<file path="src/rtl/bbd_pkg.sv">
// bbd_pkg: shared types and constants of the bucket-brigade delay line
// widths, register indexes, reset values, sequencer states, multiply request
// no dependencies

package bbd_pkg;

    localparam int SAMPLE_W   = 24;
    localparam int ADDR_W     = 12;
    localparam int COEF_W     = 16;
    localparam int MULT_W     = COEF_W + 1;
    localparam int OPER_W     = SAMPLE_W + 1;
    localparam int PROD_W     = MULT_W + 1 + OPER_W;
    localparam int CFG_IDX_W  = 2;
    localparam int CFG_DATA_W = 16;

    localparam logic [CFG_IDX_W-1:0] REG_DELAY_WHOLE  = 2'd0;
    localparam logic [CFG_IDX_W-1:0] REG_DELAY_FRAC   = 2'd1;
    localparam logic [CFG_IDX_W-1:0] REG_FILTER_COEFF = 2'd2;

    localparam logic [ADDR_W-1:0] DELAY_WHOLE_RST  = 12'd2048;
    localparam logic [COEF_W-1:0] DELAY_FRAC_RST   = 16'd0;
    localparam logic [COEF_W-1:0] FILTER_COEFF_RST = 16'd32768;

    localparam logic [MULT_W-1:0] ONE_Q16 = 17'h10000;

    typedef enum logic [2:0] {
        S_IDLE,
        S_PRE,
        S_READ,
        S_TAP,
        S_INTERP,
        S_POST,
        S_OUT
    } t_state;

    // two products summed, rounded half up at bit 16 and saturated
    typedef struct packed {
        logic                     start;
        logic [MULT_W-1:0]        m0;
        logic signed [OPER_W-1:0] s0;
        logic [MULT_W-1:0]        m1;
        logic signed [OPER_W-1:0] s1;
    } t_mac_req;

endpackage

</file>
<file path="src/rtl/bbd_mac.sv">
// bbd_mac: shared two-product multiply, round and saturate unit
// result = sat(floor((m0*s0 + m1*s1 + 32768) / 65536)), products registered, then the result
// depends on bbd_pkg

module bbd_mac (
    input  logic                               i_clk,
    input  logic                               i_rst_n,
    input  bbd_pkg::t_mac_req                  i_req,
    output logic                               o_done,
    output logic signed [bbd_pkg::SAMPLE_W-1:0] o_result
);

    localparam int SUM_W = bbd_pkg::PROD_W + 1;
    localparam int RND_W = SUM_W - 16;

    logic                               r_prod_vld;
    logic signed [bbd_pkg::PROD_W-1:0]  r_p0;
    logic signed [bbd_pkg::PROD_W-1:0]  r_p1;
    logic signed [SUM_W-1:0]            w_sum;
    logic signed [RND_W-1:0]            w_rnd;
    logic                               w_ovf;
    logic signed [bbd_pkg::SAMPLE_W-1:0] w_sat;

    always_ff @(posedge i_clk) begin
        r_p0 <= $signed({1'b0, i_req.m0}) * i_req.s0;
        r_p1 <= $signed({1'b0, i_req.m1}) * i_req.s1;
    end

    always_comb begin
        w_sum = SUM_W'(r_p0) + SUM_W'(r_p1) + SUM_W'(32768);
        w_rnd = w_sum[SUM_W-1:16];
        w_ovf = (w_rnd[RND_W-1:bbd_pkg::SAMPLE_W-1] != '0) &&
                (w_rnd[RND_W-1:bbd_pkg::SAMPLE_W-1] != '1);
        if (w_ovf) begin
            w_sat = w_rnd[RND_W-1] ? {1'b1, {(bbd_pkg::SAMPLE_W-1){1'b0}}}
                                   : {1'b0, {(bbd_pkg::SAMPLE_W-1){1'b1}}};
        end else begin
            w_sat = w_rnd[bbd_pkg::SAMPLE_W-1:0];
        end
    end

    always_ff @(posedge i_clk) begin
        o_result <= w_sat;
    end

    always_ff @(posedge i_clk) begin
        if (!i_rst_n) begin
            r_prod_vld <= 1'b0;
            o_done     <= 1'b0;
        end else begin
            r_prod_vld <= i_req.start;
            o_done     <= r_prod_vld;
        end
    end

endmodule

</file>
<file path="config.mk">
export PLATFORM = sky130hd
export DESIGN_NAME = bbd_mac
export DESIGN_NICKNAME = d
export VERILOG_FILES = /design/src/rtl/bbd_pkg.sv /design/src/rtl/bbd_mac.sv
export SDC_FILE = /design/constraint.sdc
export NUM_CORES = 2
export LEC_CHECK = 0
export BUFFER_PORTS_ARGS = -buffer_cell sky130_fd_sc_hd__buf_2
export CAP_MARGIN = 25
export CORE_ASPECT_RATIO = 1.75
export CORE_MARGIN = 4
export CORE_UTILIZATION = 60
export CTS_CLUSTER_SIZE = 20
export DETAILED_ROUTE_END_ITERATION = 12
export PLACE_DENSITY = 0.8
export SKIP_CTS_REPAIR_TIMING = 1
export SYNTH_ARGS = -nofsm -noshare
export SYNTH_HDL_FRONTEND = slang
export SYNTH_SLANG_ARGS = --single-unit
</file>
<file path="constraint.sdc">
create_clock -name i_clk -period 6.5 [get_ports i_clk]
set_input_delay 0.325 -clock i_clk [delete_from_list [all_inputs] [get_ports i_clk]]
set_output_delay 0.325 -clock i_clk [all_outputs]
set_load 0.1 [all_outputs]
</file>
* Yosys cells after proc, flatten, opt, wreduce, memory -nomap -nowiden *
Cells that the tools add are included.

cells by class
  add/subtract/negate cells = 2
  multipliers = 2
  eq/ne operators = 1
  mux-type cells = 2
  reduce and logical (&&, ||, !) cells = 2

operator list
  kind                                                              count
  18-bit by 25-bit multiplier with 43-bit output                    2
  24-bit two-way mux                                                2
  43-bit by 43-bit adder with 44-bit output                         1
  44-bit by 17-bit adder with 44-bit output, second input constant  1
  5-bit != test, second input constant                              1
  5-bit nonzero test                                                1
  1-bit logical AND                                                 1

word-level totals
  register bits = 112
  input bits = 87

* Logic depth before layout (Yosys ltp) *
  depth after elaboration = 5
  depth in mapped cells = 26
  gate-level depth less buffers = 24

* Least setup slack after synthesis *
OpenSTA, ideal clock, no wires.

  path kind = input to register
  start = input i_req[78] in the netlist's numbering
  end = register r_p0[42] in the netlist's numbering
  setup time = 0.123 ns
  arrival time = 6.340 ns
  path slack = 0.038 ns
  stages on the path = 26
  cells stage by stage = clkbuf_1 -> clkbuf_1 -> nand2_1 -> fa_1 -> inv_1 -> fa_1 -> inv_1 -> fa_1 -> inv_1 -> fa_1 -> fa_1 -> inv_1 -> fa_1 -> inv_1 -> ha_1 -> clkbuf_1 -> nand3_1 -> or2_2 -> or4b_1 -> a21oi_1 -> o21ai_1 -> a31oi_1 -> a21o_1 -> a21o_1 -> a41oi_1 -> xnor2_1

between the ends
  word-level cells in the longest chain between the ends = 1

RTL lines
  item                                            line           text
  start: declaration                              bbd_mac.sv:8   input bbd_pkg::t_mac_req i_req,
  18-bit by 25-bit multiplier with 43-bit output  bbd_mac.sv:25  r_p0 <= $signed({1'b0, i_req.m0}) * i_req.s0;
  end signal: assignment                          bbd_mac.sv:25
  end: declaration                                bbd_mac.sv:17  logic signed [bbd_pkg::PROD_W-1:0] r_p0;

Every way passes these cells.
A chain may end at the register's enable or synchronous reset.

* Worst setup path in the final report *
  start = input i_req[76] in the netlist's numbering
  end = register r_p0[42] in the netlist's numbering

Same word-level chain as after synthesis.

==> metrics.cfg <==
[place]
dp_hpwl_um = 74400
gp_congestion = 0.930
io_buffers = 111

[worst_setup_path]
cp.arrival_ns = 6.46
cp-start-kind = input pin
crit_top_cell = fa_1
crit_path_max_fanout = 8
cp_top_family = adder cells
critPathRequiredTime_ns = 6.74
slowest_stage = fa_1
crit_type = in -> reg
end_kind = flop
slowest_delay_ns = 0.55
cp.buffers_inverters = 6
path_cells = buf_2 > nand2_1 > fa_1 > inv_1 > fa_1 > inv_1 > fa_1 > inv_1 > fa_1 > fa_1 > inv_1 > fa_1 > inv_1 > ha_1 > nand3_1 > or2_2 > or4b_1 > a21oi_1 > o21ai_1 > a31oi_1 > a21o_1 > a21o_1 > a41oi_1 > xnor2_1

[global_route]
grt_max_degree = 25
antenna_found_initial = 0
grt_pass1_vias = 29900
grt-ovfl-total = 0
grt_pass1_wl_um = 142000
grtUsageTotal_pct = 27.8

[routing]
drt.antenna.violating_nets = 0
routed-via-count = 26200
firstDrtPassIters = 5
first_iter_violations = 1117
wl_per_cell_um = 17.1
vias_per_cell = 5.41
drc = 0
wirelength_um = 83000

[logic_synthesis]
yosys.cell_count.top_type = inv_1
synth_top_area_share_pct = 46.9
ys_ff_latch = 112
avgSynthCellArea_um2 = 9.04
synth_cells = 3929
yosysTopAreaCell = fa_1
synthesis.area_um2 = 35500
synthArstFlopShare_pct = 0
synth_commonest_cells = 1038 x inv_1, 832 x fa_1, 465 x nand2_1
yosys.cell_types.count = 68
synthFlopType = dfxtp_1
synth_edf_count = 0
yosys-top-cells-area = fa_1 47%, inv_1 11%, ha_1 10%
yosysSeqAreaShare_pct = 6.32
synth_fp_nets = 5139
synth_warnings = 0

[clock_network]
cts_tree = done
cts-htree-levels = 3
cts.clk_slew.worst_paths_ns = 0.07
cts_buffers = 9
clk_latency_ns = 0.37
cts.sinks = 112
root_buffer = clkbuf_16
clock_path_buffers = 2

[timing]
finalSetupViolCount = 0
maxSlewViolCount = 0
skew_ns = 0.00977
relSlewSlack_pct = 60.9
tightest_slew_ns = 0.584
timing.hold.ws_ns = 0.170
finalHoldViolCount = 0
finalCritPeriodShare_pct = 95.7
clock.fmax_mhz = 161
finalCriticalPeriod_ns = 6.22

[floorplan]
start_util_pct = 60.8
io_pins = 112
die_w_um = 192
rows = 117
die_h_um = 330
dieArea_um2 = 63300
core-area_um2 = 58400

[job]
max_cap_violations = 0

[final_layout]
areaGrowthSynthToFinish_pct = 7.01
n_antenna_cell = 0
nNetsFinal = 5273
drive_gt1_share_pct = 7.35
n_fill_cell = 4730
fin_util_pct = 65.0

[status]
status = finished, final reports clean

[min_path]
hp-class = in -> reg

## state kept, by name, summed over array words and instances (netlist names)
name        cells
o_result       24
r_p0           43
o_done          1
r_prod_vld      1
r_p1           43
## worst register-to-register path, cell delays in order (launching register included)
cell and delay, ns:
dfxtp_1 0.32, inv_1 0.05, ha_1 0.26, inv_1 0.04, ha_1 0.37, nand4_1 0.24, nor2_1 0.24, nand3_1 0.12
o31a_2 0.34, a211oi_1 0.35, o21ai_0 0.23, nand2b_1 0.13, xor2_1 0.49, a41oi_2 0.19, buf_8 0.25, o21ai_1 0.24
## metal layers
metal,global-route usage [%],part of all wire (%)
met2,52.8,55
met4,14.1,5.8
met1,29.7,35
met5,0,0
met3,3.49,4.4
## placed cells by master (no fill, tap or decap), types with 20 or more instances in the layout
master,netlist,final
dfxtp_1,112,112
inv_1,1038,1038
buf_4,0,147
a21o_1,43,43
xor2_1,29,29
nand3_1,20,20
a21oi_1,97,97
fa_1,832,832
and2_1,451,451
o21ai_0,61,61
buf_2,5,111
ha_1,291,291
nor2_1,68,68
nand2_1,465,465
xnor2_1,80,80
## worst paths after layout
| path | to | from | slack (ns) | cells after the start |
|---|---|---|---|---|
| max reg2reg | o_result[18]$_DFF_P_ | r_p1[15]$_DFF_P_ | 2.56 | 15 |
| min reg2reg | o_done$_SDFF_PN0_ | r_prod_vld$_SDFF_PN0_ | 0.43 | 1 |
| min | r_prod_vld$_SDFF_PN0_ | i_req[84] | 0.17 | 2 |
| max | r_p0[42]$_DFF_P_ | i_req[76] | 0.28 | 24 |
## cell type report
type	instances	area [um^2]	area share, %
tap	773	967	2.55
sequential	112	2240	5.90
timing repair buffer	263	1750	4.59
clock inverter	6	65.1	0.171
multi-input combinational	2639	28800	75.9
clock buffer	10	239	0.629
inverter	1038	3900	10.3
## cells by family after synthesis
family,synth area share (%)
buffers and inverters,12.5
flip-flops,6.32
multiplexers,0.0317
AND/OR/NAND/NOR,15.1
XOR/XNOR,2.73
adder cells (fa/ha/maj),57.2
AO/OA/AOI/OAI,6.13
## stage by stage
stage	area (um^2)	worst slack [ns]	setup TNS, ns	instances
after detailed placement	37600	-0.0772	-0.206	4823
after global routing	38000	-0.0495	-0.0938	4841
after CTS	38000	0.280	0	4839
after floorplan	35500	0.0378	0	3929
after global placement	37600	-0.0450	-0.0728	4823
final	38000	0.283	0	4841
Power is left out: the tool's default activity adds up to more than one toggle a clock period on the data nets, which glitch-free logic cannot reach.
